<file path="src/hw/rtl/chm_pkg.sv">
// Shared types and constants of the color histogram block.
// No dependencies; chm_front, chm_update and the top level refer to it by scoped names.
package chm_pkg;

    // operation codes of an input transfer
    localparam logic [1:0] OP_PIXEL = 2'd0;
    localparam logic [1:0] OP_READ  = 2'd1;
    localparam logic [1:0] OP_START = 2'd2;

    // configuration register indexes
    localparam logic CFG_SAMPLE_STRIDE = 1'b0;
    localparam logic CFG_IGNORE_WHITE  = 1'b1;

    localparam int unsigned CFG_DATA_W = 8;

    // pixel filter thresholds
    localparam logic [7:0] ALPHA_LIMIT = 8'd125;
    localparam logic [7:0] WHITE_LIMIT = 8'd250;

    typedef struct packed {
        logic [7:0] red_low;
        logic [7:0] red_high;
        logic [7:0] green_low;
        logic [7:0] green_high;
        logic [7:0] blue_low;
        logic [7:0] blue_high;
    } t_bounds;

    localparam t_bounds BOUNDS_RESET = '{
        red_low:    8'hFF,
        red_high:   8'h00,
        green_low:  8'hFF,
        green_high: 8'h00,
        blue_low:   8'hFF,
        blue_high:  8'h00
    };

    // per-item control handed from the front stage to the bin update stage
    typedef struct packed {
        logic    accepted;   // pixel counted: increment its bin
        logic    read_op;    // read and clear a bin
        t_bounds bounds;     // bounds after this item
    } t_item_info;

endpackage

</file>
<file path="src/hw/rtl/chm_front.sv">
// Front stage: config registers, stride phase, pixel filter, quantizer,
// running bounds and bin address. Uses chm_pkg.
module chm_front #(
    parameter int unsigned CHANNEL_BITS = 5,
    parameter int unsigned ADDR_W       = 3 * CHANNEL_BITS
) (
    input  logic                            i_clk,
    input  logic                            i_rst_n,
    input  logic                            i_cfg_we,
    input  logic                            i_cfg_index,
    input  logic [chm_pkg::CFG_DATA_W-1:0]  i_cfg_data,
    input  logic                            i_take,
    input  logic [1:0]                      i_operation,
    input  logic [7:0]                      i_red,
    input  logic [7:0]                      i_green,
    input  logic [7:0]                      i_blue,
    input  logic [7:0]                      i_alpha,
    input  logic [14:0]                     i_bin_index,
    output logic [ADDR_W-1:0]               o_rd_addr,
    output chm_pkg::t_item_info             o_info
);

    logic [7:0]       r_stride;
    logic             r_ignore_white;
    logic [7:0]       r_phase;
    chm_pkg::t_bounds r_bounds;

    logic [7:0]       n_phase;
    chm_pkg::t_bounds n_bounds;

    logic [CHANNEL_BITS-1:0] q_red, q_green, q_blue;
    logic [7:0] q8_red, q8_green, q8_blue;
    logic [7:0] stride_eff;
    logic [8:0] phase_inc;
    logic       sampled, near_white, keep;

    assign q_red    = i_red[7 -: CHANNEL_BITS];
    assign q_green  = i_green[7 -: CHANNEL_BITS];
    assign q_blue   = i_blue[7 -: CHANNEL_BITS];
    assign q8_red   = 8'(q_red);
    assign q8_green = 8'(q_green);
    assign q8_blue  = 8'(q_blue);

    // stride 0 behaves as 1
    assign stride_eff = (r_stride == 8'd0) ? 8'd1 : r_stride;
    assign phase_inc  = {1'b0, r_phase} + 9'd1;
    assign sampled    = (r_phase == 8'd0);
    assign near_white = r_ignore_white && (i_red > chm_pkg::WHITE_LIMIT)
                        && (i_green > chm_pkg::WHITE_LIMIT)
                        && (i_blue > chm_pkg::WHITE_LIMIT);
    assign keep       = sampled && (i_alpha > chm_pkg::ALPHA_LIMIT) && !near_white;

    always_comb begin
        n_phase  = r_phase;
        n_bounds = r_bounds;
        case (i_operation)
            chm_pkg::OP_PIXEL: begin
                n_phase = (phase_inc >= {1'b0, stride_eff}) ? 8'd0 : phase_inc[7:0];
                if (keep) begin
                    if (q8_red < r_bounds.red_low)     n_bounds.red_low    = q8_red;
                    if (q8_red > r_bounds.red_high)    n_bounds.red_high   = q8_red;
                    if (q8_green < r_bounds.green_low) n_bounds.green_low  = q8_green;
                    if (q8_green > r_bounds.green_high) n_bounds.green_high = q8_green;
                    if (q8_blue < r_bounds.blue_low)   n_bounds.blue_low   = q8_blue;
                    if (q8_blue > r_bounds.blue_high)  n_bounds.blue_high  = q8_blue;
                end
            end
            chm_pkg::OP_START: begin
                n_phase  = 8'd0;
                n_bounds = chm_pkg::BOUNDS_RESET;
            end
            default: ;
        endcase
    end

    assign o_rd_addr = (i_operation == chm_pkg::OP_READ) ? ADDR_W'(i_bin_index)
                                                         : {q_red, q_green, q_blue};

    assign o_info.accepted = (i_operation == chm_pkg::OP_PIXEL) && keep;
    assign o_info.read_op  = (i_operation == chm_pkg::OP_READ);
    assign o_info.bounds   = n_bounds;

    always_ff @(posedge i_clk) begin
        if (!i_rst_n) begin
            r_stride       <= 8'd1;
            r_ignore_white <= 1'b0;
            r_phase        <= 8'd0;
            r_bounds       <= chm_pkg::BOUNDS_RESET;
        end else begin
            if (i_cfg_we) begin
                case (i_cfg_index)
                    chm_pkg::CFG_SAMPLE_STRIDE: r_stride       <= i_cfg_data;
                    chm_pkg::CFG_IGNORE_WHITE:  r_ignore_white <= i_cfg_data[0];
                    default: ;
                endcase
            end
            if (i_take) begin
                r_phase  <= n_phase;
                r_bounds <= n_bounds;
            end
        end
    end

endmodule

</file>
<file path="config.mk">
export PLATFORM = sky130hd
export DESIGN_NAME = chm_front
export DESIGN_NICKNAME = d
export VERILOG_FILES = /design/src/hw/rtl/chm_pkg.sv /design/src/hw/rtl/chm_front.sv
export SDC_FILE = /design/constraint.sdc
export NUM_CORES = 1
export LEC_CHECK = 0
export ABC_AREA = 1
export BUFFER_PORTS_ARGS = -buffer_cell sky130_fd_sc_hd__buf_4
export CAP_MARGIN = 25
export CELL_PAD_IN_SITES_DETAIL_PLACEMENT = 0
export CELL_PAD_IN_SITES_GLOBAL_PLACEMENT = 2
export CORE_UTILIZATION = 29
export CTS_CLUSTER_SIZE = 10
export DETAILED_ROUTE_END_ITERATION = 8
export HOLD_SLACK_MARGIN = 0.02
export PLACE_DENSITY = 0.79
export SLEW_MARGIN = 10
export SYNTH_ARGS = -nofsm -noshare
export SYNTH_HDL_FRONTEND = slang
export SYNTH_SLANG_ARGS = --single-unit
</file>
<file path="constraint.sdc">
create_clock -name i_clk -period 3.2 [get_ports i_clk]
set_clock_uncertainty 0.1 [all_clocks]
set_input_delay 0.48 -clock i_clk [delete_from_list [all_inputs] [get_ports i_clk]]
set_output_delay 0.48 -clock i_clk [all_outputs]
set_load 0.1 [all_outputs]
</file>
==> impl_metrics.json, run 1 <==
{
  "worstPathArrival_ns": 2.43,
  "hpwl_um": 12700,
  "synth-async-reset-ratio_pct": 0,
  "critPathMaxFanout": 6,
  "die_h_um": 134,
  "utilization_pct": 38.8,
  "post-route-drc-count": 0,
  "hp-class": "primary input to flip-flop",
  "fill_cells": 1876,
  "design_area_mm2": 0.00666,
  "cts.sinks": 65,
  "initial_core_util_pct": 29.6,
  "crit_required_ns": 2.62,
  "yosysUniqueCellTypes": 40,
  "cts_made_buffers": 9,
  "synthTopCellsByArea": "dfxtp_1 26%, nand2_1 15%, ha_1 9.1%",
  "syn_avg_cell_area_um2": 6.49,
  "first_pass_iters": 4,
  "slew_headroom_pct": 35.0,
  "hold_violations": 0,
  "slowest_delay_ns": 0.35,
  "wl_per_cell_um": 14.9,
  "grt_setup_unrepaired": "no",
  "n_antenna_cell": 0,
  "syn_nets": 881,
  "syn_to_final_growth_pct": 31.2,
  "grt.overflow.total": 0,
  "cp_cell_sequence": "inv_1 > ha_1 > nand3_1 > nor2_2 > nand2_2 > clkinv_2 > nand2_8 > nor2_8 > inv_4 > nand2_2 > nand3_1 > o21ai_1 > buf_4",
  "grtUsageTotal_pct": 19.2,
  "dpl_cell_area_mm2": 0.00629,
  "syn_area_mm2": 0.00508,
  "ys_ff_latch": 65,
  "power.leakage_uw": 0.00332,
  "num_rows": 48,
  "vias": 5475,
  "vdd_ir_drop_max_mv": 0.260,
  "maxSlewViolCount": 0,
  "criticalPathCategory": "flip-flop to output pin",
  "yosysSeqAreaShare_pct": 25.6,
  "finalSetupViolCount": 0,
  "coreArea_mm2": 0.0172,
  "startpoint_type": "flip-flop",
  "grt_max_degree": 46,
  "antenna_found_initial": 0,
  "cts_root_buf": "clkbuf_16",
  "ctsHoldBuffers": 0,
  "antenna_left": 0,
  "holdWs_ns": 0.259,
  "critPathTopFamily": "simple AND/OR/NAND/NOR gates",
  "ys_warn_count": 0,
  "grt_pass1_vias": 5180,
  "synthFlopType": "dfxtp_1",
  "worst_slew_pin_slew_ns": 0.974,
  "clk_latency_ns": 0.35,
  "cts_tree": "done",
  "detail_route.iter0.violations": 214,
  "htree_levels": 3,
  "gp_congestion": 0.849,
  "grt_pass1_wl_um": 26600,
  "yosys.area.top_type_share_pct": 25.6,
  "die_width_um": 134,
  "powerDensity_mw_per_mm2": 455,
  "endpoint_kind": "output pin",
  "crit_slowest_cell": "dfxtp_1",
  "port_buffers": 125,
  "nets": 1003,
  "yosysTopAreaCell": "dfxtp_1",
  "wl_um": 16900,
  "die_area_mm2": 0.0180,
  "synthCells": 782,
  "clk_pin_slew_ns": 0.07,
  "fin_crit_sh_pct": 94.1,
  "maxCapViolCount": 0,
  "clk_path_buf_depth": 2,
  "synth-edff-count": 0,
  "max_freq_mhz": 332,
  "status": "finished, final reports clean",
  "cp.buffers_inverters": 4,
  "via_per_inst": 4.83,
  "total_power_uw": 3030,
  "layout-drive-gt1-share_pct": 25.1,
  "min_period_ns": 3.01,
  "ios": 127
}
==> flip-flops by register name, summed over array words and instances, names as in the netlist <==
| register | flops |
|---|---|
| r_bounds | 48 |
| r_phase | 8 |
| r_stride | 8 |
| r_ignore_white | 1 |
==> synth_stat cells (4+ instances only) <==
cell	instances
clkbuf_1	19
ha_1	37
nand2_2	24
nor2_1	27
dfxtp_1	65
inv_2	4
xor2_1	5
nand3_1	67
inv_1	117
nor3_1	8
nand4_1	35
buf_2	7
nand3_2	10
o21ai_0	40
a21oi_1	67
nand2_1	207
==> stage by stage <==
stage	TNS (ns)	instances	setup slack, ns
global route	0	1134	0.0546
floorplan	-4.44	782	-0.406
finish	0	1134	0.189
global placement	0	1114	0.359
detailed placement	0	1114	0.335
CTS	0	1130	0.0465
==> path summary, 6_finish.rpt <==
| kind | startpoint | to | slack (ns) | depth (start not counted) |
|---|---|---|---|---|
| worst max-delay path | r_phase[0] | o_info[32] | 0.19 | 13 |
| worst min-delay path | i_cfg_data[0] | r_stride[0] | 0.26 | 3 |
| worst max register to register | r_phase[0] | r_phase[3] | 0.40 | 15 |
| worst min register to register | r_bounds[5] | r_bounds[5] | 0.35 | 2 |
==> layer usage <==
metal | vias up | routed length (um) | global-route usage (%)
met2 | 138 | 7660 | 31.6
met4 | 0 | 250 | 5.99
li1 | 2822 | - | -
met1 | 2497 | 8040 | 25.3
met3 | 18 | 923 | 3.44
met5 | - | 0 | 0
==> cells by family after synthesis <==
family          count (synthesis)  share of synthesized area (%)
compound gates                126                           14.1
simple gates                  397                           38.7
fa+ha+maj                      37                           9.12
buf+inv                       152                           11.6
xor+xnor                        5                          0.863
flops                          65                           25.6
==> what timing repair did <==
action / in CTS / in global routing
buffers inserted: 0 / 4
setup endpoints to repair: 0 / 10
endpoints found under the hold margin: 0 / 0
resized for setup: 0 / 0
==> layout by cell type (no fill, tap or decap), types with 22 or more instances in the layout <==
cell and n:
nand2_1 207, buf_4 139, inv_1 117, nand3_1 67
a21oi_1 67, dfxtp_1 65, ha_1 37, nand4_1 35
nand2_2 24, nor2_1 22
==> area by class of cell <==
| type | instances | area [um2] | share of cell area [%] |
|---|---|---|---|
| Clock inverter | 7 | 103 | 1.54 |
| Inverter | 123 | 465 | 6.99 |
| Multi-Input combinational cell | 565 | 3220 | 48.4 |
| Timing Repair Buffer | 140 | 1060 | 16.0 |
| Clock buffer | 9 | 225 | 3.38 |
| Sequential cell | 65 | 1300 | 19.5 |
| Tap cell | 225 | 282 | 4.23 |
==> tightest hold or removal path, cell delays in order <==
cell	delay, ns
buf_4	0.08
nand2_1	0.04
nand3_1	0.06
==> power breakdown <==
part	total (uW)	leakage, uW	internal [uW]	switching [uW]
registers	869	0.000532	844	25.3
clock network	1110	0.000157	690	421
logic	1050	0.00264	271	779
total	3030	0.00332	1810	1220
No activity file was read; power rests on OpenSTA's default activity.
==> inputs of run 2 (changes only) <==
--- a/config.mk
+++ b/config.mk
@@ -8,13 +8,11 @@
 export ABC_AREA = 1
 export BUFFER_PORTS_ARGS = -buffer_cell sky130_fd_sc_hd__buf_4
 export CAP_MARGIN = 25
-export CELL_PAD_IN_SITES_DETAIL_PLACEMENT = 0
-export CELL_PAD_IN_SITES_GLOBAL_PLACEMENT = 2
-export CORE_UTILIZATION = 29
+export CORE_UTILIZATION = 38
 export CTS_CLUSTER_SIZE = 10
 export DETAILED_ROUTE_END_ITERATION = 8
 export HOLD_SLACK_MARGIN = 0.02
-export PLACE_DENSITY = 0.79
+export PLACE_DENSITY = 0.57
 export SLEW_MARGIN = 10
 export SYNTH_ARGS = -nofsm -noshare
 export SYNTH_HDL_FRONTEND = slang
==> run 2 against run 1 <==
- sequential share of layout area increased by 0.60 points
- critical path depth unchanged
- power decreased by 8.6%
- first-iteration DRC count increased by 35%
- utilization increased by 12 points
- maximum frequency increased by 0.94%
- via count decreased by 0.13%
- cell area decreased by 3.0%
- largest cell class unchanged
- combinational power about the same
- highest routed layer unchanged
- die area decreased by 23%
==> impl_metrics.json, run 2 (synthesis gave the netlist of run 1 again) <==
{
  "ctsHoldBuffers": 0,
  "grtUsageTotal_pct": 23.1,
  "startpoint_type": "flip-flop",
  "coreArea_mm2": 0.0128,
  "crit_required_ns": 2.62,
  "detail_route.iter0.violations": 289,
  "grt_pass1_wl_um": 25300,
  "layout_commonest_cell": "nand2_1",
  "critPathMaxFanout": 6,
  "slowest_delay_ns": 0.34,
  "nets": 998,
  "fin_crit_sh_pct": 93.2,
  "die_width_um": 118,
  "syn_to_final_growth_pct": 27.3,
  "n_antenna_cell": 0,
  "maxSlewViolCount": 0,
  "num_rows": 41,
  "post-route-drc-count": 0,
  "cts_root_buf": "clkbuf_16",
  "gp_congestion": 0.792,
  "wl_um": 15500,
  "top_regs": "r_bounds (48), r_phase (8), r_stride (8)",
  "wl_per_cell_um": 14.5,
  "grt_pass1_vias": 5092,
  "first_pass_iters": 5,
  "min_period_ns": 2.98,
  "clk_pin_slew_ns": 0.05,
  "hp-class": "primary input to flip-flop",
  "max_freq_mhz": 335,
  "slew_headroom_pct": 38.9,
  "endpoint_kind": "output pin",
  "cp_common_cell": "nand2_1",
  "power.leakage_uw": 0.00326,
  "ios": 127,
  "hold_violations": 0,
  "cts_made_buffers": 9,
  "criticalPathCategory": "flip-flop to output pin",
  "htree_levels": 3,
  "total_power_uw": 2770,
  "powerDensity_mw_per_mm2": 429,
  "cp_cell_sequence": "inv_1 > ha_1 > inv_1 > o21bai_1 > nand2_1 > nand2_1 > nand2_1 > nand2_1 > nand3_4 > nand2_1 > nand3_1 > o21ai_1 > buf_4",
  "dpl_worst_slack_ns": 0.330,
  "grt_max_degree": 46,
  "antenna_left": 0,
  "maxCapViolCount": 0,
  "worstPathArrival_ns": 2.40,
  "finalSetupViolCount": 0,
  "die_area_mm2": 0.0138,
  "cts.sinks": 65,
  "fin_ws_ns": 0.218,
  "cts_tree": "done",
  "layout-drive-gt1-share_pct": 24.1,
  "worst_slew_pin_slew_ns": 0.915,
  "port_buffers": 125,
  "grt_setup_unrepaired": "no",
  "holdWs_ns": 0.272,
  "initial_core_util_pct": 39.6,
  "die_h_um": 118,
  "largest_reg_flops": 48,
  "vias": 5468,
  "clk_latency_ns": 0.34,
  "antenna_found_initial": 0,
  "grt.overflow.total": 0,
  "final_cell_mix": "207 x nand2_1, 135 x buf_4, 117 x inv_1",
  "clk_path_buf_depth": 2,
  "vdd_ir_drop_max_mv": 0.263,
  "status": "finished, final reports clean",
  "via_per_inst": 5.09,
  "crit_slowest_cell": "buf_4",
  "regMostFlops": "r_bounds",
  "hpwl_um": 11500
}
==> run 2: cell types whose count changed in the layout (fill, tap and decap cells not counted) <==
cell        before  now
buf_4          139  135
clkbuf_1         0    4
bufinv_16        2    0
clkinv_4         2    0
inv_6            2    0
buf_12           1    0
clkinv_2         1    2
clkinvlp_4       1    0
==> run 2: what timing repair did <==
item | 4_1_cts | 5_1_grt
resized for setup | 0 | 0
endpoints found under the setup margin | 0 | 11
buffers inserted | 0 | 2
==> run 2: final cells by class <==
| type | count | area (um2) |
|---|---|---|
| Clock buffer | 13 | 240 |
| Clock inverter | 1 | 5.00 |
| Fill cell | 1317 | 6360 |
| Inverter | 123 | 465 |
| Multi-Input combinational cell | 565 | 3220 |
| Sequential cell | 65 | 1300 |
| Tap cell | 172 | 215 |
| Timing Repair Buffer | 135 | 1010 |
==> run 2: final timing paths <==
kind / end / cells after the start / startpoint / slack [ns]
setup / recovery: o_info[4] / 13 / r_bounds[1] / 0.22
hold / removal: r_stride[0] / 3 / i_cfg_data[0] / 0.27
setup reg to reg: r_phase[0] / 15 / r_phase[0] / 0.43
hold reg to reg: r_bounds[22] / 2 / r_bounds[22] / 0.36
==> run 2: per-layer routing <==
metal	track usage (%)	routed length [um]
met5	0	0
met1	31.1	7320
met3	3.10	981
met4	9.54	357
met2	36.9	6880
==> run 2: metrics by stage <==
step,std cells,TNS [ns],area [um2],utilization (%)
after detailed placement,1058,0,6200,48.4
after global routing,1074,0,6460,50.4
after global placement,1058,0,6200,48.4
after floorplan,782,-4.44,5100,-
final,1074,0,6460,50.4
after CTS,1072,0,6450,50.3
==> run 2: power breakdown <==
| group | internal, uW | switching (uW) |
|---|---|---|
| combinational | 263 | 770 |
| sequential | 845 | 25.3 |
| clock | 515 | 352 |
==> run 2: worst max-delay path: cells and delay by family, from the launching register on <==
family | cells | cell delay [ns]
DFF | 1 | 0.32
adders and majority gates | 1 | 0.29
buffers and inverters | 3 | 0.46
AOI/OAI and AO/OA | 2 | 0.27
and+or+nand+nor | 7 | 0.74
==> inputs of run 3 (changes only) <==
--- a/config.mk
+++ b/config.mk
@@ -12,7 +12,7 @@
 export CTS_CLUSTER_SIZE = 10
 export DETAILED_ROUTE_END_ITERATION = 8
 export HOLD_SLACK_MARGIN = 0.02
-export PLACE_DENSITY = 0.57
+export PLACE_DENSITY = 0.61
 export SLEW_MARGIN = 10
 export SYNTH_ARGS = -nofsm -noshare
 export SYNTH_HDL_FRONTEND = slang
==> run 3 against run 2 <==
- cell area up 1.0%
- clock power is 15% higher
- final cell count rose by 0.28%
- worst setup slack got worse by 0.030 ns
- maximum frequency is 0.98% lower
- count of clock-buffer cells in the layout down 1
- register-to-register slack better by 0.05 ns
- power up 4.6%
- critical path type unchanged
==> impl_metrics.json, run 3 (synthesis gave the netlist of run 1 again) <==
{
  "status": "finished, final reports clean",
  "vias": 5355,
  "post_cts_resize_count": 0,
  "max_freq_mhz": 332,
  "startpoint_type": "flip-flop",
  "post-route-drc-count": 0,
  "grtUsageTotal_pct": 22.0,
  "cp_common_cell": "nand3_1",
  "antenna_found_initial": 0,
  "antenna_left": 0,
  "ctsHoldBuffers": 0,
  "vdd_ir_drop_max_mv": 0.289,
  "cp_cell_sequence": "inv_1 > ha_1 > nand3_1 > nor2_2 > nand2_2 > a21oi_4 > nand3_4 > nand2_1 > nand3_1 > o21ai_1 > buf_4",
  "die_width_um": 118,
  "num_rows": 41,
  "crit_required_ns": 2.62,
  "n_antenna_cell": 0,
  "maxSlewViolCount": 0,
  "hp-class": "primary input to flip-flop",
  "cts.sinks": 65,
  "powerDensity_mw_per_mm2": 444,
  "critPathMaxFanout": 7,
  "htree_levels": 3,
  "hpwl_um": 11000,
  "regMostFlops": "r_bounds",
  "detail_route.iter0.violations": 269,
  "min_period_ns": 3.01,
  "nets": 1000,
  "design_area_mm2": 0.00653,
  "clk_pin_slew_ns": 0.05,
  "grt_max_degree": 46,
  "layout-drive-gt1-share_pct": 24.6,
  "grt_pass1_wl_um": 24100,
  "final_cell_mix": "207 x nand2_1, 137 x buf_4, 117 x inv_1",
  "slew_headroom_pct": 39.6,
  "rr_worst_depth": 15,
  "total_power_uw": 2900,
  "cts_tree": "done",
  "wl_um": 15000,
  "criticalPathCategory": "flip-flop to output pin",
  "place_inst": 1059,
  "ff2ff_setup_slack_ns": 0.48,
  "post_cts_buffers": 0,
  "coreArea_mm2": 0.0128,
  "fin_crit_sh_pct": 94.1,
  "slowest_delay_ns": 0.35,
  "dpl_cell_area_mm2": 0.00621,
  "clk_latency_ns": 0.34,
  "ios": 127,
  "layout_commonest_cell": "nand2_1",
  "port_buffers": 125,
  "instances_no_fill": 1077,
  "cts_root_buf": "clkbuf_16",
  "gp_congestion": 0.815,
  "initial_core_util_pct": 39.6,
  "maxCapViolCount": 0,
  "cts_made_buffers": 9,
  "syn_to_final_growth_pct": 28.6,
  "largest_reg_flops": 48,
  "clk_path_buf_depth": 2,
  "crit_slowest_cell": "dfxtp_1",
  "endpoint_kind": "output pin",
  "hold_violations": 0,
  "grt.overflow.total": 0,
  "die_area_mm2": 0.0138,
  "power.leakage_uw": 0.00330,
  "finalSetupViolCount": 0,
  "worst_slew_pin_slew_ns": 0.905,
  "wl_per_cell_um": 13.9,
  "first_pass_iters": 5,
  "via_per_inst": 4.97,
  "grt_pass1_vias": 4810,
  "holdWs_ns": 0.260,
  "top_regs": "r_bounds (48), r_phase (8), r_stride (8)",
  "grt_setup_unrepaired": "no",
  "worstHoldPathCells": 3,
  "worstPathArrival_ns": 2.43,
  "fill_cells": 1340,
  "die_h_um": 118
}
[run 3: cell count changes in the layout (fill, tap and decap cells not counted), sizes merged]
cell    delta
clkbuf     -1
buf        +2
clkinv     +1
bufinv     +1
[run 3: worst paths after layout]
path                       end           from
setup reg to reg    r_phase[2]     r_phase[0]
hold / removal     r_stride[0]  i_cfg_data[0]
hold reg to reg   r_bounds[22]   r_bounds[22]
setup / recovery     o_info[4]     r_phase[0]
[run 3: cell type report]
| class | instances | area, um2 | share of cell area [%] |
|---|---|---|---|
| clock inverters | 3 | 40.0 | 0.613 |
| well taps | 172 | 215 | 3.30 |
| clock buffers | 12 | 256 | 3.93 |
| multi-input cells | 565 | 3220 | 49.3 |
| flip-flops and latches | 65 | 1300 | 19.9 |
| repair buffers | 137 | 1030 | 15.8 |
| inverters | 123 | 465 | 7.13 |
[run 3: power by group]
group	internal [uW]	switching (uW)
combinational	265	765
sequential	845	25.0
clock	638	362
total	1750	1150
[run 3: critical path: cells and delay by family, from the launching register on]
kind | cells | cell delay (ns)
flops | 1 | 0.35
compound gates | 2 | 0.40
simple gates | 6 | 0.79
buf+inv | 2 | 0.42
fa+ha+maj | 1 | 0.15
[run 3: routing by layer]
| metal | global-route usage (%) | share of wire, % |
|---|---|---|
| met1 | 29.7 | 49 |
| met4 | 7.93 | 1.4 |
| met3 | 3.59 | 5.4 |
| met2 | 35.0 | 45 |
| met5 | 0 | 0 |
[run 3: stage by stage]
step	TNS, ns	util, %	worst slack [ns]
6_report	0	50.9	0.188
3_5_place_dp	0	48.4	0.370
2_1_floorplan	-4.44	-	-0.406
5_1_grt	0	50.9	0.0477
4_1_cts	0	50.7	0.0715
3_3_place_gp	0	48.4	0.378
