<file path="src/hw/rtl/chm_pkg.sv">
// Shared types and constants of the color histogram block.
// No dependencies; chm_front, chm_update and the top level refer to it by scoped names.
package chm_pkg;

    // operation codes of an input transfer
    localparam logic [1:0] OP_PIXEL = 2'd0;
    localparam logic [1:0] OP_READ  = 2'd1;
    localparam logic [1:0] OP_START = 2'd2;

    // configuration register indexes
    localparam logic CFG_SAMPLE_STRIDE = 1'b0;
    localparam logic CFG_IGNORE_WHITE  = 1'b1;

    localparam int unsigned CFG_DATA_W = 8;

    // pixel filter thresholds
    localparam logic [7:0] ALPHA_LIMIT = 8'd125;
    localparam logic [7:0] WHITE_LIMIT = 8'd250;

    typedef struct packed {
        logic [7:0] red_low;
        logic [7:0] red_high;
        logic [7:0] green_low;
        logic [7:0] green_high;
        logic [7:0] blue_low;
        logic [7:0] blue_high;
    } t_bounds;

    localparam t_bounds BOUNDS_RESET = '{
        red_low:    8'hFF,
        red_high:   8'h00,
        green_low:  8'hFF,
        green_high: 8'h00,
        blue_low:   8'hFF,
        blue_high:  8'h00
    };

    // per-item control handed from the front stage to the bin update stage
    typedef struct packed {
        logic    accepted;   // pixel counted: increment its bin
        logic    read_op;    // read and clear a bin
        t_bounds bounds;     // bounds after this item
    } t_item_info;

endpackage

</file>
<file path="src/hw/rtl/chm_if.sv">


interface chm_out_if;
    logic        valid;
    logic        ready;
    logic        accepted;
    logic [31:0] bin_count;
    logic [7:0]  red_low;
    logic [7:0]  red_high;
    logic [7:0]  green_low;
    logic [7:0]  green_high;
    logic [7:0]  blue_low;
    logic [7:0]  blue_high;

    modport source (output valid, accepted, bin_count, red_low, red_high,
                    green_low, green_high, blue_low, blue_high,
                    input ready);
    modport sink   (input valid, accepted, bin_count, red_low, red_high,
                    green_low, green_high, blue_low, blue_high,
                    output ready);
endinterface

</file>
<file path="src/hw/rtl/chm_update.sv">
// Bin update stage: read-modify-write of the histogram with write-back
// forwarding, post-reset clearing sweep, result register. Uses chm_pkg, chm_if.
module chm_update #(
    parameter int unsigned ADDR_W      = 15,
    parameter int unsigned COUNT_WIDTH = 32
) (
    input  logic                   i_clk,
    input  logic                   i_rst_n,
    input  logic                   i_take,
    input  logic [ADDR_W-1:0]      i_rd_addr,
    input  chm_pkg::t_item_info    i_info,
    output logic                   o_in_ready,
    input  logic [COUNT_WIDTH-1:0] i_rd_data,
    output logic                   o_wr_en,
    output logic [ADDR_W-1:0]      o_wr_addr,
    output logic [COUNT_WIDTH-1:0] o_wr_data,
    chm_out_if.source              o_res
);

    localparam logic [COUNT_WIDTH-1:0] COUNT_MAX = '1;
    localparam logic [ADDR_W-1:0]      ADDR_LAST = '1;

    // clearing sweep
    logic              r_clr_busy;
    logic [ADDR_W-1:0] r_clr_addr;

    // item waiting for its read data
    logic                r_s1_valid;
    logic [ADDR_W-1:0]   r_s1_addr;
    chm_pkg::t_item_info r_s1_info;

    // last bin write, newer than the memory read when addresses match
    logic                   r_wb_valid;
    logic [ADDR_W-1:0]      r_wb_addr;
    logic [COUNT_WIDTH-1:0] r_wb_data;

    // result register
    logic             r_out_valid;
    logic             r_out_accepted;
    logic [31:0]      r_out_count;
    chm_pkg::t_bounds r_out_bounds;

    logic                   s1_adv, s1_write;
    logic [COUNT_WIDTH-1:0] cur_count, inc_count, s1_wr_data;

    assign s1_adv     = r_s1_valid && (!r_out_valid || o_res.ready);
    assign o_in_ready = !r_clr_busy && (!r_s1_valid || s1_adv);

    assign cur_count  = (r_wb_valid && (r_wb_addr == r_s1_addr)) ? r_wb_data : i_rd_data;
    assign inc_count  = (cur_count == COUNT_MAX) ? cur_count : cur_count + 1'b1;
    assign s1_write   = s1_adv && (r_s1_info.accepted || r_s1_info.read_op);
    assign s1_wr_data = r_s1_info.accepted ? inc_count : '0;

    assign o_wr_en   = r_clr_busy || s1_write;
    assign o_wr_addr = r_clr_busy ? r_clr_addr : r_s1_addr;
    assign o_wr_data = r_clr_busy ? '0 : s1_wr_data;

    always_ff @(posedge i_clk) begin
        if (!i_rst_n) begin
            r_clr_busy  <= 1'b1;
            r_clr_addr  <= '0;
            r_s1_valid  <= 1'b0;
            r_wb_valid  <= 1'b0;
            r_out_valid <= 1'b0;
        end else begin
            if (r_clr_busy) begin
                r_clr_addr <= r_clr_addr + 1'b1;
                if (r_clr_addr == ADDR_LAST) begin
                    r_clr_busy <= 1'b0;
                end
            end
            if (i_take) begin
                r_s1_valid <= 1'b1;
            end else if (s1_adv) begin
                r_s1_valid <= 1'b0;
            end
            if (s1_write) begin
                r_wb_valid <= 1'b1;
            end
            if (s1_adv) begin
                r_out_valid <= 1'b1;
            end else if (o_res.ready) begin
                r_out_valid <= 1'b0;
            end
        end
    end

    always_ff @(posedge i_clk) begin
        if (i_take) begin
            r_s1_addr <= i_rd_addr;
            r_s1_info <= i_info;
        end
        if (s1_write) begin
            r_wb_addr <= r_s1_addr;
            r_wb_data <= s1_wr_data;
        end
        if (s1_adv) begin
            r_out_accepted <= r_s1_info.accepted;
            r_out_count    <= r_s1_info.read_op ? 32'(cur_count) : 32'd0;
            r_out_bounds   <= r_s1_info.bounds;
        end
    end

    assign o_res.valid      = r_out_valid;
    assign o_res.accepted   = r_out_accepted;
    assign o_res.bin_count  = r_out_count;
    assign o_res.red_low    = r_out_bounds.red_low;
    assign o_res.red_high   = r_out_bounds.red_high;
    assign o_res.green_low  = r_out_bounds.green_low;
    assign o_res.green_high = r_out_bounds.green_high;
    assign o_res.blue_low   = r_out_bounds.blue_low;
    assign o_res.blue_high  = r_out_bounds.blue_high;

endmodule

</file>
<file path="src/flat_wrapper.sv">
// flat-port wrapper written by rule: the top's interface ports become plain ports
module chm_update_flat 
#(
    parameter int unsigned ADDR_W      = 15,
    parameter int unsigned COUNT_WIDTH = 32
)
  (i_clk, i_rst_n, i_take, i_rd_addr, i_info, o_in_ready, i_rd_data, o_wr_en, o_wr_addr, o_wr_data, o_res_valid, o_res_accepted, o_res_bin_count, o_res_red_low, o_res_red_high, o_res_green_low, o_res_green_high, o_res_blue_low, o_res_blue_high, o_res_ready);
  chm_out_if o_res_i ();
  input  logic i_clk;
  input  logic i_rst_n;
  input  logic i_take;
  input  logic [ADDR_W-1:0] i_rd_addr;
  input  chm_pkg::t_item_info i_info;
  output logic o_in_ready;
  input  logic [COUNT_WIDTH-1:0] i_rd_data;
  output logic o_wr_en;
  output logic [ADDR_W-1:0] o_wr_addr;
  output logic [COUNT_WIDTH-1:0] o_wr_data;
  output wire logic [$bits(o_res_i.valid)-1:0] o_res_valid;
  output wire logic [$bits(o_res_i.accepted)-1:0] o_res_accepted;
  output wire logic [$bits(o_res_i.bin_count)-1:0] o_res_bin_count;
  output wire logic [$bits(o_res_i.red_low)-1:0] o_res_red_low;
  output wire logic [$bits(o_res_i.red_high)-1:0] o_res_red_high;
  output wire logic [$bits(o_res_i.green_low)-1:0] o_res_green_low;
  output wire logic [$bits(o_res_i.green_high)-1:0] o_res_green_high;
  output wire logic [$bits(o_res_i.blue_low)-1:0] o_res_blue_low;
  output wire logic [$bits(o_res_i.blue_high)-1:0] o_res_blue_high;
  input wire logic [$bits(o_res_i.ready)-1:0] o_res_ready;
  assign o_res_valid = o_res_i.valid;
  assign o_res_accepted = o_res_i.accepted;
  assign o_res_bin_count = o_res_i.bin_count;
  assign o_res_red_low = o_res_i.red_low;
  assign o_res_red_high = o_res_i.red_high;
  assign o_res_green_low = o_res_i.green_low;
  assign o_res_green_high = o_res_i.green_high;
  assign o_res_blue_low = o_res_i.blue_low;
  assign o_res_blue_high = o_res_i.blue_high;
  assign o_res_i.ready = o_res_ready;
  chm_update #(.ADDR_W(ADDR_W), .COUNT_WIDTH(COUNT_WIDTH)) u_core (.i_clk(i_clk), .i_rst_n(i_rst_n), .i_take(i_take), .i_rd_addr(i_rd_addr), .i_info(i_info), .o_in_ready(o_in_ready), .i_rd_data(i_rd_data), .o_wr_en(o_wr_en), .o_wr_addr(o_wr_addr), .o_wr_data(o_wr_data), .o_res(o_res_i));
endmodule
</file>
<file path="config.mk">
export PLATFORM = sky130hd
export DESIGN_NAME = chm_update_flat
export DESIGN_NICKNAME = d
export VERILOG_FILES = /design/src/hw/rtl/chm_pkg.sv /design/src/hw/rtl/chm_if.sv /design/src/hw/rtl/chm_update.sv /design/src/flat_wrapper.sv
export SDC_FILE = /design/constraint.sdc
export NUM_CORES = 1
export LEC_CHECK = 0
export ABC_AREA = 1
export BUFFER_PORTS_ARGS = -buffer_cell sky130_fd_sc_hd__buf_2
export CAP_MARGIN = 20
export CORE_UTILIZATION = 54
export DETAILED_ROUTE_END_ITERATION = 10
export GPL_TIMING_DRIVEN = 0
export MAX_ROUTING_LAYER = met4
export PLACE_DENSITY = 0.8
export SETUP_SLACK_MARGIN = 0.5
export SLEW_MARGIN = 20
export SYNTH_ARGS = -nofsm -noshare
export SYNTH_HDL_FRONTEND = slang
export SYNTH_SLANG_ARGS = --single-unit
export TNS_END_PERCENT = 30
</file>
<file path="constraint.sdc">
create_clock -name i_clk -period 4.65 [get_ports i_clk]
set_input_delay 0.465 -clock i_clk [delete_from_list [all_inputs] [get_ports i_clk]]
set_output_delay 0.465 -clock i_clk [all_outputs]
set_load 0.005 [all_outputs]
</file>
==> impl_results.md, run 1 <==
* Hold WC Path Type: in2reg
* Core Area at 18000 µm²
* Cell variety after synth at 35
* Fraction of layout instances using a drive strength above 1 at 0.259
* Clock Latency Late Sink at 530 ps
* Worst path most repeated cell: nand2_1
* Synth area leader: edfxtp_1
* Fmax at 248 MHz
* Wire per inst at 18.3 µm
* Worst-path fanout max at 10
* Die Y at 138 µm
* Outcome: complete, no violations
* CP Buf/Inv Count at 5
* Area share of the largest cell type after synthesis at 0.581
* Max transition margin at 0.446
* Yosys reg bits at 212
* Worst r2r src: u_core.r_s1_addr[7]$_DFFE_PP_
* # DRC at 0
* Die W at roughly 140 µm
* Critical Path Start Type: flop
* Worst Path Arrival at 3560 ps
* Worst Hold End: u_core.r_s1_info[37]$_DFFE_PP_
* Routed vias at 8375
* GP Congestion at between 0.9 and 1
* Grt total ovfl at 0
* Vias/cell at 5.28
* Initial Utilization at 0.553
* Mapped Nets at between 1000 and 1500
* TritonCTS Buffers at 22
* Most common flop cell mapped by yosys: edfxtp_1
* Fin. Hold Viols at 0
* CTS Root Cell: clkbuf_16
* Finish-stage setup viols at 0
* Worst Slack Setup Final at slightly above 600 ps
* Clock skew after layout at 16.9 ps
* Clock slew at reported path FFs at approximately 60 ps
* Reg2reg setup slack at about 1500 ps
* Max VDD drop at slightly above 400 µV
* Pwr/cell area at 360 nW/µm²
* Largest cells by area after synthesis: edfxtp_1 58%, nand2_1 12%, nor2_1 5.9%
* Antenna violations before repair at 1
* CP Capture Type: primary output
* YS warnings at 0
* Final period util at 0.866
* # clock sinks at 212
* Pin count of the biggest net entering global routing at 67
* Post-synth ARST share at 0
* Min-delay src: i_info[37]
* I/O pins at approximately 230
* Global-route usage over all layers at 0.313
* EDFF count, synth at 193
* CP max stage delay at about 400 ps
* Rows at 49
* Die ar. at around 19000 µm²
* Port Buf Inserts at between 200 and 250
* DRT Pass-1 Iters at 5
* CP cell instances: inv_1 > nand2_1 > nand2_1 > nor2_1 > nand2_1 > nor2_4 > buf_4 > buf_4 > nand3_1 > nand2_1 > nand2_1 > nor2_2 > nand2_1 > inv_1 > nand3_1 > nor2_1 > nand3_1 > nand2_1 > nor2_1 > buf_2
* Area Overhead vs Synth at 25.0%
* Net count, final at 1442
* RSZ-0062 raised after global routing: yes
* Crit path max-delay family: simple AND/OR/NAND/NOR gates
* First-pass GRT wire length at roughly 43000 µm
* Worst hold stages at 1
* Post-synthesis area per instance at between 9 and 10 µm²
* Leakage at 5.67 nW
* Min Tclk post-route at 4030 ps
* CP required at roughly 4200 ps
* Vias in the first global route at 8030
* H-Tree Depth at 1
* Reg2reg path depth at 19
* Max clock buf depth at 3
* Max cap viols at 0
* Worst-Margin Slew at 830 ps
* Most frequent cells after synthesis: 320 x nand2_1, 193 x edfxtp_1, 158 x nor2_1, 125 x inv_1, 56 x nand3_1
* Post-DRT Antenna Nets at 0
* Cell area after synthesis at 9970 µm²
* Post-DP HPWL at 21600 µm
* Worst Hold Margin at around 110 ps
* CTS tree: built
* Most frequent cell after synthesis: nand2_1
* Reg-to-reg endpoint: u_core.r_wb_data[29]$_DFFE_PP_
* Pre-CTS setup slack at 735 ps
* Post-Route WL at 29000 µm
* Slowest CP cell: edfxtp_1
* Syn Inst Count at roughly 1100
* Slew Limit Fails at 0
* DRT iter0 DRCs at 711
* Register area share after synthesis at 0.619
* Crit Path Class: reg2out
## cells by family (layout without fill, tap and decap cells)
group / count (synthesis) / count (layout) / synth area share
compound gates: 65 / 65 / 0.0342
xor+xnor: 6 / 6 / 0.00527
fa+ha+maj: 2 / 2 / 0.00251
buf+inv: 166 / 450 / 0.0672
flops: 212 / 212 / 0.619
other cells: 0 / 1 / 0
simple gates: 619 / 620 / 0.271
## routing by layer
layer  vias up  part of all wire  GRT usage
met1      3856              0.38      0.365
met5         -                 0          -
met4         0             0.032      0.118
li1       4022                 -          -
met3        61             0.087     0.0618
met2       436              0.50      0.536
## final cells by class
class | count | area (µm²)
antenna | 1 | 2.50
sequential | 212 | 6180
inverter | 135 | 509
fill | 1430 | 5560
buffer | 31 | 178
clock inverter | 11 | 185
multi-input combinational | 693 | 3210
timing repair buffer | 244 | 1330
clock buffer | 29 | 587
tap | 229 | 287
## how the worst max path moves through the flow
stage	startpoint	end	slack [ps]	cells past startpoint
final	u_core.r_s1_addr[7]$_DFFE_PP_	o_wr_data[31]	620	20
after global routing	u_core.r_wb_addr[12]$_DFFE_PP_	o_wr_data[31]	440	18
after CTS	u_core.r_s1_addr[7]$_DFFE_PP_	o_wr_data[20]	490	22
after detailed placement	u_core.r_s1_addr[7]$_DFFE_PP_	o_wr_data[0]	740	21
after global placement	u_core.r_s1_info[49]$_DFFE_PP_	o_wr_en	-1130	5
after floorplan	o_res_ready	o_wr_en	790	5
## registers in the layout, summed over array words and instances, names as in the netlist, 8 cells and up
register	cells
u_core.r_s1_info	50
u_core.o_res.red_high	8
u_core.r_clr_addr	15
u_core.r_wb_data	32
u_core.o_res.green_low	8
u_core.o_res.red_low	8
u_core.o_res.blue_high	8
u_core.o_res.green_high	8
u_core.r_s1_addr	15
u_core.o_res.bin_count	32
u_core.o_res.blue_low	8
u_core.r_wb_addr	15
## cell usage in the layout (no fill, tap or decap), drive strengths merged
| cell | synthesis | final |
|---|---|---|
| nand2 | 337 | 337 |
| buf | 13 | 256 |
| edfxtp | 193 | 193 |
| nor2 | 174 | 174 |
| inv | 133 | 134 |
| nand3 | 58 | 59 |
| clkbuf | 18 | 48 |
| o21ai | 31 | 31 |
| a21oi | 28 | 28 |
| nand3b | 26 | 26 |
| nor3 | 20 | 20 |
| dfxtp | 19 | 19 |
| clkinv | 2 | 8 |
| xor2 | 6 | 6 |
| bufinv | 0 | 4 |
| o21a | 3 | 3 |
| nand4 | 2 | 2 |
| a31oi | 2 | 2 |
| ha | 2 | 2 |
| diode | 0 | 1 |
| or2 | 1 | 1 |
| a211oi | 1 | 1 |
| nor4 | 1 | 1 |
## per-stage QoR
step,setup TNS (ps),area (µm²),total power (W),std cells,util
after floorplan,0,9970,0.00246,1070,-
after global placement,-28400,11400,0.00263,1530,0.633
after detailed placement,0,11500,0.00265,1533,0.639
after CTS,0,12400,0.00451,1580,0.686
after global routing,0,12500,0.00462,1585,0.692
final,0,12500,0.00449,1585,0.692
## timing repair
item,CTS,global route
endpoints found under the setup margin,31,32
pin swaps,5,4
setup buffers,6,4
gates resized for setup,7,16
hold buffers,0,0
cloned,1,0
hold endpoints to repair,0,0
## worst reg2reg max path, delay by kind of cell, from the launching register on
kind                   cells  cell delay, ps
buffers and inverters      4             500
flip-flops                 1             400
AND/OR/NAND/NOR           15            1980
## power breakdown
part | internal, W | switching (W)
registers | 0.00221 | 0.0000401
clock network | 0.00112 | 0.000743
logic | 0.000128 | 0.000239
total | 0.00346 | 0.00102
Note: power is estimated with default switching activity, not from simulation.
==> run 2, diff against run 1 <==
- clock period: 4.65 -> 4.22 ns (I/O delays scaled with it)
==> run 2 against run 1 <==
The flow now finishes with violations (design-rule violations). Clock power is essentially flat. Largest power group unchanged. Non-clock buffer count grew 36. Total power grew 7.6%. Critical path depth is the same. Register-to-register slack lost 230 ps. Clock skew shrank 5.9 ps. First-iteration DRC count shrank 3.1%. Sequential cell count is the same. Sequential share of layout area shrank 2.6 points. Wire length grew 1.6%. Sequential power grew 10%.
==> impl_results.md, run 2 (same netlist as run 1, synthesis figures left out) <==
* GP Congestion at roughly 1.0
* Worst Path Arrival at roughly 3400 ps
* Vias in the first global route at 8045
* Worst r2r src: u_core.r_s1_addr[4]$_DFFE_PP_
* Max VDD drop at 455 µV
* Routed vias at 8519
* Total negative slack at 0 ps
* Fin. Hold Viols at 0
* Global-route usage over all layers at 0.314
* Clock slew at reported path FFs at 60 ps
* DRT Pass-1 Iters at 9
* Max reg flops at 50
* Net count, final at 1478
* Pwr/cell area at about 370 nW/µm²
* Crit Path Class: reg2out
* Failing checks: design-rule violations
* TritonCTS Buffers at 22
* Post-Route WL at 29400 µm
* Most frequent cells in the layout: 266 x nand2_1, 231 x buf_2, 193 x edfxtp_1, 133 x nor2_1, 115 x inv_1
* Die Y at about 140 µm
* Fraction of layout instances using a drive strength above 1 at 0.346
* DRT iter0 DRCs at 689
* Final period util at 0.894
* Min Tclk post-route at 3770 ps
* Post-DP HPWL at 21400 µm
* Outcome: finished, violations left
* Max clock buf depth at 3
* Max transition margin at 0.452
* Clock skew after layout at 11.0 ps
* Fmax at 265 MHz
* Most common cell after layout, fill and taps aside: nand2_1
* Hold-fix buffers, CTS at 0
* Leakage at 5.90 nW
* # DRC at 1
* Die ar. at about 19000 µm²
* H-Tree Depth at 1
* Clock Latency Late Sink at 520 ps
* First-pass GRT wire length at around 43000 µm
* Worst Hold End: u_core.r_s1_info[33]$_DFFE_PP_
* Finish-stage setup viols at 0
* CP required at 3800 ps
* Initial Utilization at 0.553
* Vias/cell at 5.26
* Wire per inst at 18.2 µm
* Max cap viols at 0
* Antenna violations before repair at 2
* Biggest register: u_core.r_s1_info
* Reg2reg path depth at 20
* CTS Root Cell: clkbuf_16
* Port Buf Inserts at 231
* Critical Path Start Type: flop
* CP Capture Type: primary output
* Reg2reg setup slack at 1300 ps
* # clock sinks at 212
* I/O pins at roughly 230
* Worst-Margin Slew at 822 ps
* Post-DRT Antenna Nets at 0
* Total Power at 0.00483 W
* RSZ-0062 raised after global routing: yes
* Reg-to-reg endpoint: u_core.r_wb_data[20]$_DFFE_PP_
* Core Area at ~18000 µm²
* Hold WC Path Type: in2reg
* Rows at 49
* Grt total ovfl at 0
* Slew Limit Fails at 0
* Min-delay src: i_info[33]
* Worst-path fanout max at 7
* Area Overhead vs Synth at 31.8%
* Pin count of the biggest net entering global routing at 67
* Worst hold stages at 1
* Die W at roughly 140 µm
* CTS tree: built
-- run 2: changes by cell type in the layout (fill, tap and decap cells not counted), moves of 7 or more --
cell     previous run  this run
nor2_2             12        22
buf_4              11        41
nand2_4             3        10
nand2_1           319       266
nand3_1            56        48
inv_1             123       115
nand2_2            15        61
inv_2               9        16
nor2_4              9        18
nor2_1            152       133
-- run 2: layer usage --
layer | global-route usage | wire (µm)
met5 | - | 0
met4 | 0.129 | 1260
met3 | 0.0720 | 2640
met2 | 0.513 | 14100
met1 | 0.376 | 11400
-- run 2: metrics by stage --
step | instance area (µm²) | utilization | setup slack [ps] | cells | hold slack, ps
after floorplan | 9980 | - | 1330 | 1070 | 400
after global placement | 11400 | 0.634 | 20.3 | 1530 | 400
after detailed placement | 11500 | 0.640 | 410 | 1534 | 405
after CTS | 12800 | 0.708 | 483 | 1601 | 59.0
after global routing | 13100 | 0.729 | 253 | 1620 | 57.1
final | 13100 | 0.729 | 445 | 1620 | 69.5
-- run 2: final cells by class --
class	instances	area (µm²)
antenna	2	5.00
buffer	31	220
clock buffer	32	618
clock inverter	6	86.3
fill	1366	4880
inverter	135	513
multi-input combinational	693	3550
sequential	212	6180
tap	229	287
timing repair buffer	280	1690
-- run 2: critical path, stage by stage (launching register included) --
cell	delay, ps
edfxtp_1	430
nand2_1	110
nand2_1	60
nor2_1	110
nand2_1	90
nor2_4	180
buf_6	180
buf_8	130
nand3_4	70
nand2_4	90
ha_4	150
nand2_4	60
nor2_4	170
nand2_4	100
nor2_8	150
buf_12	140
nand3_4	140
nand2_2	110
nand3_2	80
nor2_2	140
buf_6	130
-- run 2: repair_timing --
item | CTS | global route
gates cloned | 2 | 1
resized for setup | 71 | 80
pin swaps | 25 | 45
setup buffers | 27 | 16
endpoints found under the setup margin | 32 | 32
-- run 2: worst max path at each step --
stage                                   startpoint            end  slack (ps)
finish               u_core.r_s1_addr[4]$_DFFE_PP_   o_wr_data[0]         450
detailed placement   u_core.r_s1_addr[1]$_DFFE_PP_   o_wr_data[1]         410
floorplan            u_core.r_s1_addr[7]$_DFFE_PP_   o_wr_data[4]        1330
global placement    u_core.r_s1_info[49]$_DFFE_PP_        o_wr_en          20
CTS                  u_core.r_s1_addr[1]$_DFFE_PP_  o_wr_data[29]         480
global route         u_core.r_s1_addr[1]$_DFFE_PP_   o_wr_data[0]         250
-- run 2: power by group --
group          leakage, nW  switching, W  internal (W)  total (W)
clock                0.339      0.000805       0.00109    0.00189
combinational         3.57      0.000286      0.000166   0.000452
sequential            2.00     0.0000464       0.00244    0.00248
==> run 3, diff against run 2 <==
- ABC_AREA: 1 -> not set
- CTS_BUF_LIST: not set -> sky130_fd_sc_hd__clkbuf_4 sky130_fd_sc_hd__clkbuf_8 sky130_fd_sc_hd__clkbuf_16
==> run 3 against run 2 <==
The flow finishes with violations (negative setup slack). Combinational power shrank 15%. Non-clock buffer count increased by 9. Sequential share of layout area increased by 0.85 points. Global-route usage shrank 0.93 points. Clock power is 3% lower. Area after synthesis fell by 2.8%. Total power shrank 2.0%. Register-to-register slack got worse by 1700 ps.
==> impl_results.md, run 3 <==
* Outcome: finished, violations left
* Failing checks: negative setup slack
* Antenna violations before repair at 2
* Crit Path Class: reg2out
* Grt total ovfl at 0
* GP Congestion at 0.933
* XOR/XNOR share of the synthesized area at 0.0479
* Largest cells by area after synthesis: edfxtp_1 60%, dfxtp_1 3.9%, xnor2_1 3.3%
* Port Buf Inserts at 231
* Max transition margin at 0.192
* Most common flop cell mapped by yosys: edfxtp_1
* Max reg flops at 50
* Clock slew at reported path FFs at 70 ps
* RSZ-0062 raised after global routing: yes
* Non-filler cells, final at ~1300
* Finish-stage setup viols at 34
* Compound-gate portion of the synthesized area at 0.0599
* Clock skew after layout at 18.3 ps
* Synth area leader: edfxtp_1
* Max clock buf depth at 3
* Cell count after placement at 1196
* Min-delay src: i_info[18]
* Reg2reg path depth at 26
* YS warnings at 0
* Mux cell area share after synthesis at 0.0635
* CTS Root Cell: clkbuf_16
* Wire per inst at 21.3 µm
* Pwr/cell area at 366 nW/µm²
* Total Power at about 0.0047 W
* DRT Pass-1 Iters at 7
* Mapped Nets at 840
* Worst-Margin Slew at between 1000 and 1500 ps
* Global-route usage over all layers at 0.305
* Post-synthesis area per instance at between 10 and 15 µm²
* Final period util at 1.17
* Clock Latency Late Sink at ~500 ps
* Biggest register: u_core.r_s1_info
* Initial Utilization at 0.556
* First-pass GRT wire length at around 41000 µm
* Vias/cell at between 5 and 6
* Die W at 136 µm
* Most frequent cells after synthesis: 193 x edfxtp_1, 66 x nand2_1, 42 x and2_1, 37 x xnor2_1, 30 x mux2i_1
* Simple-gate share of the synthesized area at 0.170
* CP Capture Type: primary output
* Post-synth ARST share at 0
* Pre-CTS setup slack at -748 ps
* Worst r2r src: u_core.r_s1_addr[3]$_DFFE_PP_
* Area share of fa/ha/maj cells after synthesis at 0.00258
* Leakage at approximately 5.1 nW
* Fraction of layout instances using a drive strength above 1 at 0.408
* Min Tclk post-route at 4950 ps
* Yosys reg bits at 212
* I/O pins at 232
* Cell area after synthesis at 9690 µm²
* Max cap viols at 0
* TritonCTS Buffers at 22
* Die Y at 136 µm
* Worst hold stages at 1
* Post-DRT Antenna Nets at 0
* Register area share after synthesis at 0.637
* Rows at 48
* Cell variety after synth at 50
* Net count, final at 1154
* # DRC at 0
* EDFF count, synth at 193
* Most frequent cells in the layout: 235 x buf_2, 193 x edfxtp_1, 65 x nand2_1, 44 x buf_4, 41 x and2_1
* Post-DP HPWL at 18200 µm
* Max VDD drop at 494 µV
* Critical Path Start Type: flop
* Fmax at 202 MHz
* Area share of the largest cell type after synthesis at 0.598
* Largest family of logic cells by synthesized area: simple AND/OR/NAND/NOR gates
* CTS tree: built
* Most frequent cell after synthesis: edfxtp_1
* Routed vias at 7516
* Crit. Startpoint: u_core.r_s1_addr[3]$_DFFE_PP_
* Fin. Hold Viols at 0
* Vias in the first global route at 7325
* CP required at ~3800 ps
* Die ar. at 18500 µm²
* Worst Path Arrival at 4530 ps
* Most common cell after layout, fill and taps aside: buf_2
* H-Tree Depth at 1
* DRT iter0 DRCs at roughly 610
* Hold WC Path Type: in2reg
* Area Overhead vs Synth at 33.3%
* Worst Slack Setup Final at -730 ps
* Pin count of the biggest net entering global routing at 67
* Worst-path fanout max at 10
* Post-Route WL at 27600 µm
* Slew Limit Fails at 0
* # clock sinks at 212
* Core Area at 17400 µm²
* Syn Inst Count at 737
==> run 3: cells by family after synthesis <==
family | after synthesis
xor+xnor | 53
mux | 55
flops | 212
compound gates | 79
simple gates | 295
buf+inv | 41
fa+ha+maj | 2
==> run 3: path summary, 6_finish.rpt <==
check	to	slack [ps]
worst max-delay path	o_wr_data[22]	-730
worst min-delay path	u_core.r_s1_info[18]$_DFFE_PP_	90
worst max register to register	u_core.r_wb_data[15]$_DFFE_PP_	-400
worst min register to register	u_core.o_res.blue_high[6]$_DFFE_PP_	410
==> run 3: final cells by class <==
cell class | count | area (µm²)
repair buffers | 290 | 1750
plain buffers | 30 | 199
fillers | 1134 | 4500
multi-input cells | 484 | 3780
flip-flops and latches | 212 | 6180
clock inverters | 9 | 45.0
clock buffers | 29 | 639
diodes | 3 | 7.51
inverters | 11 | 41.3
well taps | 225 | 282
==> run 3: repair_timing <==
item	4_1_cts	5_1_grt
hold buffers	0	0
resized for setup	63	22
cloned	1	0
setup buffers	44	11
pin swaps	32	20
endpoints found under the setup margin	64	63
==> run 3: per-layer routing <==
metal,global-route usage,share of wire,vias to the layer above
met5,-,0,-
met4,0.123,0.037,0
met3,0.0727,0.11,79
met2,0.511,0.49,472
met1,0.353,0.37,3577
li1,-,-,3388
==> run 3: critical path, cell delays in order (launching register included) <==
cell	delay (ps)
edfxtp_1	460
xnor2_2	180
nand4_1	180
buf_4	180
buf_4	130
nor4_4	330
buf_6	180
buf_12	150
mux2i_4	290
inv_2	70
ha_4	170
and4_4	180
and4_4	180
a21boi_2	170
mux2i_2	300
buf_6	200
nor4_2	50
nor3_1	320
a211oi_2	110
buf_2	180
==> run 3: where the power goes <==
group	internal, W	leakage (nW)	switching (W)	total, W
Sequential	0.00244	1.99	0.0000641	0.00250
Clock	0.00106	0.345	0.000782	0.00184
Combinational	0.000171	2.78	0.000212	0.000382
==> run 3: metrics by stage <==
| step | util | TNS (ps) | instance area (µm²) | hold slack, ps |
|---|---|---|---|---|
| floorplan | - | 0 | 9770 | 400 |
| global placement | 0.643 | -36550 | 11200 | 400 |
| detailed placement | 0.648 | -19660 | 11300 | 405 |
| CTS | 0.728 | -17340 | 12700 | 69.6 |
| global route | 0.741 | -24870 | 12900 | 58.4 |
| finish | 0.741 | -18770 | 12900 | 85.3 |
